## src/design/cantx_pkg.sv

```systemverilog
// shared types and constants for the can transmit register block
`default_nettype none
package cantx_pkg;

  // address region size; the 7-bit address always falls inside it
  localparam int REGION_BYTES = 128;

  localparam int ADDR_W   = 7;
  localparam int BUF_DEPTH = 13;
  localparam int ACC_DEPTH = 8;
  localparam int MAX_LEN  = 8;

  // register addresses
  localparam logic [ADDR_W-1:0] ADDR_MODE     = 7'd0;
  localparam logic [ADDR_W-1:0] ADDR_COMMAND  = 7'd1;
  localparam logic [ADDR_W-1:0] ADDR_STATUS   = 7'd2;
  localparam logic [ADDR_W-1:0] ADDR_BUF_LO   = 7'd16;
  localparam logic [ADDR_W-1:0] ADDR_ACC_HI   = 7'd23;
  localparam logic [ADDR_W-1:0] ADDR_BUF_HI   = 7'd28;
  localparam logic [ADDR_W-1:0] ADDR_IRQ_CLR  = 7'd127;

  localparam logic [7:0] MODE_MASK     = 8'h1f;
  localparam logic [7:0] IRQ_CLR_KEY   = 8'h33;
  localparam logic [7:0] STATUS_VALUE  = 8'h0c;
  localparam logic [7:0] READ_DEFAULT  = 8'hff;
  localparam logic [4:0] MODE_RESET    = 5'h01;

  localparam int HEAD_RTR_BIT = 6;
  localparam int HEAD_EXT_BIT = 7;
  localparam int ID_RTR_BIT   = 30;
  localparam int ID_EXT_BIT   = 31;

  typedef enum logic {
    CMD_READ  = 1'b0,
    CMD_WRITE = 1'b1
  } cmd_t;

  typedef enum logic [1:0] {
    KIND_READ  = 2'd0,
    KIND_WRITE = 2'd1,
    KIND_SEND  = 2'd2
  } kind_t;

  typedef logic [7:0] byte_t;

  typedef struct packed {
    logic [31:0] id;
    logic [3:0]  len;
    logic [63:0] data;
  } frame_t;

endpackage
`default_nettype wire

```

## src/design/can_controller_tx_registers_top.sv

```systemverilog
// top level of the can controller transmit register block
`default_nettype none
// Byte-wide register port of a CAN controller's transmit side. Each access
// beat (cmd, addr, wdata) gives exactly one registered reply beat, and a
// new access can be taken every cycle: register state is
// updated at the accepting edge and the reply goes into an output register,
// so the next access already sees the effect of the previous one. The input
// ready only drops while a reply sits in the output register and the
// downstream side holds off. Writes to address 0 set the 5-bit mode (bit 0
// set means reset mode, the state after rst). Writes to 16..28 fill the
// 13-byte transmit buffer in operating mode, or bytes 16..23 go to the
// acceptance code in reset mode. Writing a byte with bit 0 set to address 1
// packs the buffer into a frame (kind 2 reply carrying id, length and data)
// and raises the interrupt; writing 0x33 to address 127 lowers it. Reads
// return the mode at 0, the fixed status 0x0c at 2, and 0xff elsewhere.
// The frame fields and rdata are zero whenever they do not apply, and
// irq_level shows the interrupt line after the access.
module can_controller_tx_registers_top (
  input  wire         clk,
  input  wire         rst,
  input  wire         in_valid,
  output logic        in_ready,
  input  wire         cmd,
  input  wire  [6:0]  addr,
  input  wire  [7:0]  wdata,
  output logic        out_valid,
  input  wire         out_ready,
  output logic [1:0]  kind,
  output logic [7:0]  rdata,
  output logic [31:0] frame_id,
  output logic [3:0]  frame_len,
  output logic [63:0] frame_data,
  output logic        irq_level
);
  import cantx_pkg::*;

  // architectural state
  logic [4:0] mode_reg;
  byte_t      accept_code [ACC_DEPTH];
  byte_t      xfer_buffer [BUF_DEPTH];
  logic       irq_line;

  logic       accept;
  logic       in_region;
  logic       is_write;
  logic       send;
  logic       buf_hit;
  logic [3:0] buf_idx;
  logic       irq_next;
  kind_t      kind_next;
  byte_t      rdata_next;
  frame_t     frame;

  // output register frees up when empty or being drained
  assign in_ready = !out_valid || out_ready;
  assign accept   = in_valid && in_ready;

  assign in_region = {6'd0, addr} <= 13'(REGION_BYTES);
  assign is_write  = (cmd == CMD_WRITE) && in_region;
  assign send      = is_write && (addr == ADDR_COMMAND) && wdata[0];
  assign buf_hit   = is_write && (addr >= ADDR_BUF_LO) && (addr <= ADDR_BUF_HI);
  assign buf_idx   = 4'(addr - ADDR_BUF_LO);

  cantx_frame_pack u_pack (
    .buf_bytes (xfer_buffer),
    .frame     (frame)
  );

  // interrupt: send raises, the clear key lowers
  always_comb begin
    irq_next = irq_line;
    if (send) begin
      irq_next = 1'b1;
    end else if (is_write && addr == ADDR_IRQ_CLR && wdata == IRQ_CLR_KEY) begin
      irq_next = 1'b0;
    end
  end

  // reply kind and read data
  always_comb begin
    rdata_next = '0;
    if (cmd == CMD_READ) begin
      kind_next = KIND_READ;
      if (!in_region) begin
        rdata_next = '0;
      end else if (addr == ADDR_MODE) begin
        rdata_next = {3'd0, mode_reg};
      end else if (addr == ADDR_STATUS) begin
        rdata_next = STATUS_VALUE;
      end else begin
        rdata_next = READ_DEFAULT;
      end
    end else if (send) begin
      kind_next = KIND_SEND;
    end else begin
      kind_next = KIND_WRITE;
    end
  end

  // register state, updated at the accepting edge
  always_ff @(posedge clk) begin
    if (rst) begin
      mode_reg <= MODE_RESET;
      irq_line <= 1'b0;
      for (int i = 0; i < ACC_DEPTH; i++) begin
        accept_code[i] <= '0;
      end
      for (int i = 0; i < BUF_DEPTH; i++) begin
        xfer_buffer[i] <= '0;
      end
    end else if (accept) begin
      irq_line <= irq_next;
      if (is_write && addr == ADDR_MODE) begin
        mode_reg <= 5'(wdata & MODE_MASK);
      end
      if (buf_hit) begin
        if (mode_reg[0]) begin
          // reset mode: only the acceptance code window is writable
          if (addr <= ADDR_ACC_HI) begin
            accept_code[buf_idx[2:0]] <= wdata;
          end
        end else begin
          xfer_buffer[buf_idx] <= wdata;
        end
      end
    end
  end

  // reply beat register
  always_ff @(posedge clk) begin
    if (rst) begin
      out_valid <= 1'b0;
    end else if (accept) begin
      out_valid <= 1'b1;
    end else if (out_ready) begin
      out_valid <= 1'b0;
    end
  end

  always_ff @(posedge clk) begin
    if (accept) begin
      kind       <= kind_next;
      rdata      <= rdata_next;
      irq_level  <= irq_next;
      frame_id   <= send ? frame.id   : '0;
      frame_len  <= send ? frame.len  : '0;
      frame_data <= send ? frame.data : '0;
    end
  end

endmodule
`default_nettype wire

```

## src/design/cantx_frame_pack.sv

```systemverilog
// packs the transmit buffer bytes into identifier, length and data
`default_nettype none
module cantx_frame_pack (
  input  var cantx_pkg::byte_t  buf_bytes [cantx_pkg::BUF_DEPTH],
  output cantx_pkg::frame_t     frame
);
  import cantx_pkg::*;

  byte_t       head;
  logic        ext;
  logic [3:0]  len;
  logic [31:0] id;
  logic [63:0] data;

  assign head = buf_bytes[0];
  assign ext  = head[HEAD_EXT_BIT];

  // length field saturates at eight bytes
  assign len = (head[3:0] > 4'(MAX_LEN)) ? 4'(MAX_LEN) : head[3:0];

  always_comb begin
    id = '0;
    id[ID_RTR_BIT] = head[HEAD_RTR_BIT];
    if (ext) begin
      id[ID_EXT_BIT] = 1'b1;
      id[28:0] = {buf_bytes[1], buf_bytes[2], buf_bytes[3], buf_bytes[4][7:3]};
    end else begin
      id[10:0] = {buf_bytes[1], buf_bytes[2][7:5]};
    end
  end

  // data starts at byte 5 for extended frames, byte 3 for standard ones
  always_comb begin
    data = '0;
    for (int i = 0; i < MAX_LEN; i++) begin
      if (4'(i) < len) begin
        data[8*i +: 8] = ext ? buf_bytes[5 + i] : buf_bytes[3 + i];
      end
    end
  end

  assign frame = '{id: id, len: len, data: data};

endmodule
`default_nettype wire

```

## config.mk

```make
export PLATFORM = sky130hd
export DESIGN_NAME = can_controller_tx_registers_top
export DESIGN_NICKNAME = d
export VERILOG_FILES = /design/src/design/cantx_pkg.sv /design/src/design/can_controller_tx_registers_top.sv /design/src/design/cantx_frame_pack.sv
export SDC_FILE = /design/constraint.sdc
export NUM_CORES = 1
export LEC_CHECK = 0
export ABC_AREA = 1
export BUFFER_PORTS_ARGS = -buffer_cell sky130_fd_sc_hd__buf_4
export CAP_MARGIN = 20
export CELL_PAD_IN_SITES_DETAIL_PLACEMENT = 1
export CELL_PAD_IN_SITES_GLOBAL_PLACEMENT = 1
export CORE_MARGIN = 4
export CORE_UTILIZATION = 46
export CTS_CLUSTER_SIZE = 25
export DETAILED_ROUTE_END_ITERATION = 16
export GPL_ROUTABILITY_DRIVEN = 0
export GPL_TIMING_DRIVEN = 0
export PLACE_DENSITY = 0.95
export SETUP_SLACK_MARGIN = 0.1
export SLEW_MARGIN = 20
export SYNTH_ARGS = -nofsm -noshare
export SYNTH_HDL_FRONTEND = slang
export SYNTH_SLANG_ARGS = --single-unit
```

## constraint.sdc

```tcl
create_clock -name clk -period 7.2 [get_ports clk]
set_input_delay 0.36 -clock clk [delete_from_list [all_inputs] [get_ports clk]]
set_output_delay 0.36 -clock clk [all_outputs]
set_load 0.01 [all_outputs]
```

# Yosys cells after proc, flatten, opt, wreduce, memory -nomap -nowiden
# Cells that the tools add are included.
# Widths: inputs -> output; s select.
dict set report totals {
  inputBits 20
  register_bits 222
  output_inout_bits 113
}
dict set report op_classes {
  magnitude_cmp 13
  n_addsub 1
  reduce_logical 25
  bitwise 2
  eq_ne 4
  muxes 21
}
# operator n
set ops {}
lappend ops {{$bwmux 104} 1}
lappend ops {{$mux 8} 10}
lappend ops {{$demux 8 s4} 1}
lappend ops {{$reduce_and 2->1} 10}
lappend ops {{$lt 3x4->1 const A} 4}
lappend ops {{$mux 11} 1}
lappend ops {{$logic_and 1x1->1} 9}
lappend ops {{$eq 8x6->1 const B} 1}
lappend ops {{$lt 1x4->1 const A} 2}
lappend ops {{$lt 2x4->1 const A} 2}
lappend ops {{$eq 7x1->1 const B} 1}
lappend ops {{$eq 7x2->1 const B} 1}
lappend ops {{$eq 7x7->1 const B} 1}
lappend ops {{$ge 7x5->1 const B} 1}
lappend ops {{$le 7x5->1 const B} 1}
lappend ops {{$logic_not 7->1} 1}
lappend ops {{$ge 5x5->1 const B} 1}
lappend ops {{$lt 5x1->1 const B} 1}
lappend ops {{$mux 1} 5}
lappend ops {{$mux 5} 1}
lappend ops {{$not 4->5} 1}
lappend ops {{$gt 4x4->1 const B} 1}
lappend ops {{$mux 4} 1}
lappend ops {{$sub 4x1->4 const B} 1}
lappend ops {{7 further kinds} 7}

# Depth between registers and ports, before layout
# Gate-level depths: netlist of run 1.
dict set report depth {
  ltp_word 7
  mapped_depth 10
  ltp_nobuf 9
}

# Modules after synthesis
# From an unflattened synthesis of run 1, not the netlist that was laid out.
dict set report hier_totals {
  cells_unflattened 1505
  area_unflattened_um2 10854.2
}
# mod cells_each area_each_um2 seq_area_each_um2 n_inst
set modules_own_cells {}
lappend modules_own_cells {can_controller_tx_registers_top 1103 9213.8 5495.3 1}
lappend modules_own_cells {cantx_frame_pack 402 1640.3 0.0 1}

# Worst setup path after synthesis of run 1
# OpenSTA, ideal clock, no wires.
dict set report synth_timing {
  path_kind {input -> register}
  startpoint {input out_ready}
  endpoint {register mode_reg[1]}
  setup_ns 0.119
  path_stages 7
  slack_ns 3.535
  arrival_ns 3.546
  path_buffers 0
  cell_sequence {inv_1 > nand2_1 > nand2_2 > inv_1 > nand3_1 > o21ai_0 > nor2_1}
}
dict set report synth_via {
  elab_chain_len 3
}
# element line
set synth_lines {}
lappend synth_lines {{from (decl)} can_controller_tx_registers_top.sv:27} ;# input wire out_ready,
lappend synth_lines {{$logic_or 1x1->1} can_controller_tx_registers_top.sv:55} ;# assign in_ready = !out_valid || out_ready;
lappend synth_lines {{named net in_ready} can_controller_tx_registers_top.sv:22} ;# output logic in_ready,
lappend synth_lines {{$logic_and 1x1->1} can_controller_tx_registers_top.sv:56} ;# assign accept = in_valid && in_ready;
lappend synth_lines {{named net accept} can_controller_tx_registers_top.sv:43} ;# logic accept;
lappend synth_lines {{$reduce_and 2->1 (no source line)} n/a}
lappend synth_lines {{to (signal assigned)} can_controller_tx_registers_top.sv:114} ;# mode_reg <= 5'(wdata & MODE_MASK);
lappend synth_lines {{to (decl)} can_controller_tx_registers_top.sv:38} ;# logic [4:0] mode_reg;
# The timed path passes the listed nets, and every way through them passes these cells.
# A chain may end at the register's enable or synchronous reset.

# Final worst setup path of run 1
dict set report layout_timing {
  startpoint {register xfer_buffer[103] (netlist name)}
  endpoint {register frame_data[48], data pin}
}
dict set report layout_via {
  elab_chain_len 1
}
# element line
set layout_lines {}
lappend layout_lines {{from (decl)} can_controller_tx_registers_top.sv:40} ;# byte_t xfer_buffer [BUF_DEPTH];
lappend layout_lines {{from (signal, indexed assignment)} can_controller_tx_registers_top.sv:123} ;# xfer_buffer[buf_idx] <= wdata;
lappend layout_lines {{$mux 8} cantx_frame_pack.sv:37} ;# data[8*i +: 8] = ext ? buf_bytes[5 + i] : buf_bytes[3 + i];
lappend layout_lines {{to (signal assigned)} can_controller_tx_registers_top.sv:147} ;# frame_data <= send ? frame.data : '0;
lappend layout_lines {{to (decl)} can_controller_tx_registers_top.sv:32} ;# output logic [63:0] frame_data,
# Every way passes these cells.

==> impl_results.md, run 1 <==
- Slew Viols, Final: 0
- Post-CTS sizing: 0
- CTS Root Cell: clkbuf_16
- Largest regs: xfer_buffer (102), frame_data (64), frame_id (31)
- Die height: 152 um
- Initial DRC count: 1061
- Sequential area share after synthesis: 57.1%
- FMAX: 0.448 GHz
- WP data arrival: 2.55 ns
- Worst EP required: 7.52 ns
- Final antenna diode count: 0
- RSZ-0062 raised after global routing: no
- Hold Path Class: in2reg
- Vias: 8945
- Initial antenna violation count: 0
- Die area: 0.0230 mm^2
- GRT Residual Overflow: 0
- Post-CTS Setup Repair Bufs: 0
- IO buf count: 131
- Leakage: 5.42 nW
- Kind of critical path: reg2reg
- Async set-reset flop share out of synthesis: 0%
- FP Rows: 52
- R2r worst-path depth: 5
- Layout Nets: 1349
- Synth cell types: 28
- Via density: 5.54
- Syn Nets: 1192
- Synth Cell Area: 0.00951 mm^2
- GRT Util Overall: 30.9%
- Worst setup margin: 4.97 ns
- Reg clk slew, reported paths: 0.07 ns
- Initial Utilization: 46.8%
- Final Hold Viols: 0
- YS warnings: 0
- Layout Utilization: 56.9%
- Least-Margin Pin Slew: 1.09 ns
- CTS Sinks: 217
- Maximum VDD drop: 0.153 mV
- CTS Buffer Depth: 3
- CP max FO: 10
- Startpoint Class: flip-flop
- Cts hold-fix bufs: 0
- DR WL/cell: 22.0 um
- Hold_sp: rst
- Largest net degree at the start of global routing: 66
- #FFs+latches synth: 217
- Final Cycle Share: 31.0%
- Synth Area per Inst: 8.11 um^2
- # fillers: 2456
- Global-route wire length before repair: 54100 um
- Boundary Pins: 133
- Hold EP: out_valid
- # setup viols final: 0
- Vias in the first global route: 9553
- Core area: 0.0203 mm^2
- Hold_ws: 0.0447 ns
- Htree depth: 1
- Die width: 152 um
- Drt drc: 0
- Critical path capture point type: flip-flop
- Skew-Pair Late Insertion Delay: 0.52 ns
- Share of post-route cells with drive strength above 1: 16.2%
- Post-Place Setup Slack: 5.19 ns
- TNS Setup: 0 ns
- Mapped Cells: 1172
- Clk_skew: 0.0144 ns
- Syn-to-layout area delta: 21.5%
- CTS tree: done
- Number of synthesized flops with an enable pin: 108
- Status: finished clean
- P per Cell Area: 227 mW/mm^2
- Worst R2R Setup Slack: 4.97 ns
- DRT Pass-1 Iters: 5
- Post-DP HPWL: 23100 um
- WL final: 35500 um
- Max reg flops: 102
- Largest reg by FF count: xfer_buffer
- Predominant post-synthesis flop cell: dfxtp_1
- Final ANT Viol Nets: 0
- Worst Hold Depth: 2
- Slew HR: 27.0%
- Commonest cells after routing, fill and taps aside: nor2_1 (397), nand2_1 (233), buf_4 (134), inv_1 (124), dfxtp_1 (109)
- FF-to-FF End: frame_data[48]
- CTS Buf Count: 23
- Commonest non-fill, non-tap cell in the layout: nor2_1
- Max Cap Viol: 0
- RR Startpoint: xfer_buffer[103]
- Final min period: 2.23 ns
## final cells by class
| class | instances | area (um^2) | area share [%] |
|---|---|---|---|
| Buffer | 58 | 337 | 2.91 |
| Clock buffer | 29 | 608 | 5.26 |
| Clock inverter | 12 | 82.6 | 0.715 |
| Inverter | 129 | 489 | 4.23 |
| Multi-Input combinational cell | 768 | 3260 | 28.2 |
| Sequential cell | 217 | 5430 | 47.0 |
| Tap cell | 270 | 338 | 2.92 |
| Timing Repair Buffer | 132 | 1010 | 8.75 |
## worst max path at each step
| stage | startpoint | slack, ns | cells after the start | end |
|---|---|---|---|---|
| floorplan | out_ready | 3.53 | 7 | mode_reg[1] |
| global placement | out_ready | 2.42 | 9 | mode_reg[0] |
| detailed placement | xfer_buffer[103] | 5.19 | 6 | frame_data[45] |
| CTS | xfer_buffer[103] | 5.10 | 5 | frame_data[50] |
| global route | xfer_buffer[103] | 4.93 | 5 | frame_data[50] |
| finish | xfer_buffer[103] | 4.97 | 5 | frame_data[48] |
## metrics by stage
stage	std cells	cell area (um^2)	total power [mW]
2_1_floorplan	1172	9510	1.42
6_report	1615	11600	2.63
3_3_place_gp	1573	10800	1.50
4_1_cts	1615	11600	2.62
5_1_grt	1615	11600	2.69
3_5_place_dp	1574	10900	1.51
## Yosys cell counts, types with 2 or more instances
master    number  share of area, %
a21oi_1       91               4.8
buf_1          4              0.16
buf_2          7              0.37
buf_4          3              0.24
buf_6         11               1.3
clkbuf_1      32               1.3
dfxtp_1      109                23
edfxtp_1     108                34
inv_1        125               4.9
inv_2          4              0.16
nand2_1      233               9.2
nand2_2        4              0.26
nand3_1        9              0.47
nand3_2        6              0.63
nand3_4        9               1.7
nor2_1       397                16
nor2_4         3              0.36
nor3_1         2              0.11
o21ai_0        4              0.21
o21ai_1        2              0.11
o21ai_2        2              0.18
## cells by family after synthesis
kind of cell | synth area share [%]
and+or+nand+nor | 28.8
DFF | 57.1
buffers and inverters | 8.63
AOI/OAI and AO/OA | 5.46
other | 0.0394
## critical path: stages (launching register included)
cell and delay, ns:
dfxtp_1 0.31, buf_2 0.19, clkbuf_1 0.48, clkbuf_1 0.61, a21oi_1 0.16, a21oi_1 0.28
## per-layer routing
layer,share of wire [%],global-route usage [%],up-vias
met4,6.1,17.2,0
li1,-,-,3918
met3,8.3,5.06,147
met5,0,0,-
met1,37,37.4,4329
met2,48,52.3,551
## power breakdown
part           total [mW]  switching, mW  internal, mW
logic               0.150         0.0974        0.0524
registers            1.34         0.0110          1.32
clock network        1.14          0.508         0.633
(Power assumes the default switching activity.)
==> run 2, diff against run 1 <==
- CORE_UTILIZATION: 46 -> 43
- PLACE_DENSITY: 0.95 -> 0.9
- clock period: 7.2 -> 2.1 ns (I/O delays scaled with it)
==> run 2 against run 1 <==
  * Maximum frequency increased by 18%
  * Clock-buffer cell count is 1 higher
  * Die area increased by 6.6%
  * Worst setup slack got worse by 4.8 ns
  * Power grew to 3.5 times the previous value
  * Clock power rose to 3.5 times the previous value
  * Register-to-register slack got worse by 4.8 ns
  * Largest power group unchanged
  * Highest routed layer unchanged
==> impl_results.md, run 2 (same netlist as run 1, synthesis figures left out) <==
- Critical path's slowest cell: buf_1
- Layout Nets: 1362
- Via density: 5.24
- Core area: 0.0218 mm^2
- FP Rows: 54
- Reg clk slew, reported paths: 0.06 ns
- Max Cap Viol: 0
- Largest reg by FF count: xfer_buffer
- Slew HR: 31.5%
- Crit-path cells: buf_2 -> buf_1 -> clkbuf_2 -> nor2_1 -> a21oi_1 -> nor2_1
- TNS Setup: 0 ns
- Layout Utilization: 54.0%
- Slew Viols, Final: 0
- Delay-heaviest family, CP: buffers and inverters
- Vias: 8572
- GRT Residual Overflow: 0
- Startpoint Class: flip-flop
- Uppermost routed layer: met4
- Hold Path Class: in2reg
- IO buf count: 131
- Die area: 0.0246 mm^2
- # setup viols final: 0
- Post-Place Setup Slack: 0.0765 ns
- WP data arrival: 2.14 ns
- Least-Margin Pin Slew: 1.03 ns
- CTS Sinks: 217
- Total Power: 9.07 mW
- WL met3: 2150 um
- CTS Buffer Depth: 3
- M1 WL: 12700 um
- DRT Pass-1 Iters: 5
- Worst setup margin: 0.201 ns
- Global-route wire length before repair: 50000 um
- Syn-to-layout area delta: 23.5%
- CTS Root Cell: clkbuf_16
- Initial antenna violation count: 0
- Skew-Pair Late Insertion Delay: 0.52 ns
- Critical Path Most Common Cell: nor2_1
- Worst EP required: 2.34 ns
- Largest net degree at the start of global routing: 37
- Final Hold Viols: 0
- Die width: 157 um
- Met2 WL post-DR: 16000 um
- Worst R2R Setup Slack: 0.20 ns
- Post-CTS Setup Repair Bufs: 0
- RSZ-0062 raised after global routing: no
- GRT Util Overall: 26.1%
- Largest regs: xfer_buffer (102), frame_data (64), frame_id (31)
- FMAX: 0.527 GHz
- Kind of critical path: reg2reg
- Boundary Pins: 133
- Initial DRC count: 636
- WL final: 32300 um
- Final min period: 1.90 ns
- Initial Utilization: 43.7%
- Commonest non-fill, non-tap cell in the layout: nor2_1
- CP max FO: 10
- Vias in the first global route: 9045
- Final ANT Viol Nets: 0
- Commonest cells after routing, fill and taps aside: nor2_1 (397), nand2_1 (232), buf_4 (134), inv_1 (123)
- Crit path largest cell delay: 0.43 ns
- Die height: 157 um
- Inst Count DP: 1586
- Maximum VDD drop: 0.550 mV
- Htree depth: 1
- Clk_skew: 0.0186 ns
- Final Non-Filler Cells: 1636
- DR WL/cell: 19.7 um
- Leakage: 5.50 nW
- Drt drc: 0
- Critical path capture point type: flip-flop
- Status: finished clean
- Final antenna diode count: 0
- Share of post-route cells with drive strength above 1: 16.6%
- CP Buf/Inv Count: 3
- CTS tree: done
- P per Cell Area: 772 mW/mm^2
- Max reg flops: 102
- CTS Buf Count: 23
- Post-DP HPWL: 21900 um
- Final Cycle Share: 90.4%
-- run 2: changes by cell type in the layout (fill, tap and decap cells not counted), sizes merged --
cell	change
clkbuf	+1
clkinv	-4
bufinv	+1
clkinvlp	+2
buf	+2
inv	-2
dlygate4sd3	+11
-- run 2: layout make-up --
type                            count  area [um^2]
Timing Repair Buffer              145         1150
Buffer                             58          344
Tap cell                          280          350
Clock buffer                       30          612
Sequential cell                   217         5430
Clock inverter                      9         90.1
Fill cell                        2650        10000
Multi-Input combinational cell    768         3280
Inverter                          129          488
-- run 2: repair_timing --
action                                 in CTS  in global routing
setup endpoints to repair                   7                 23
gates cloned                                0                  0
hold buffers                               11                  0
endpoints found under the hold margin      32                  0
gates resized for setup                     3                  6
-- run 2: through the flow --
stage	hold slack [ns]	area [um^2]
floorplan	0.164	9530
global placement	0.291	10900
detailed placement	0.299	10900
CTS	0.0936	11700
global route	0.102	11700
finish	0.100	11700
-- run 2: where the power goes --
group | internal (mW) | switching, mW
clock | 2.28 | 1.67
sequential | 4.54 | 0.0365
combinational | 0.202 | 0.334
-- run 2: worst register-to-register path: cells and delay by family, from the launching register on --
| kind | cells | cell delay, ns |
|---|---|---|
| AOI/OAI and AO/OA | 1 | 0.16 |
| buffers and inverters | 3 | 0.98 |
| DFF | 1 | 0.33 |
| and+or+nand+nor | 2 | 0.17 |
-- run 2: worst paths after layout --
path | startpoint | endpoint | cells after the start
hold reg to reg | mode_reg[0] | mode_reg[0] | 2
setup reg to reg | xfer_buffer[103] | frame_data[46] | 6
setup / recovery | xfer_buffer[103] | frame_data[46] | 6
hold / removal | addr[0] | rdata[6] | 5
-- run 2: per-layer routing --
metal  vias up  GRT usage, %
li1       3953             -
met1      4186          32.7
met2       340          44.9
met3        93          3.48
met4         0          12.1
met5         -             0
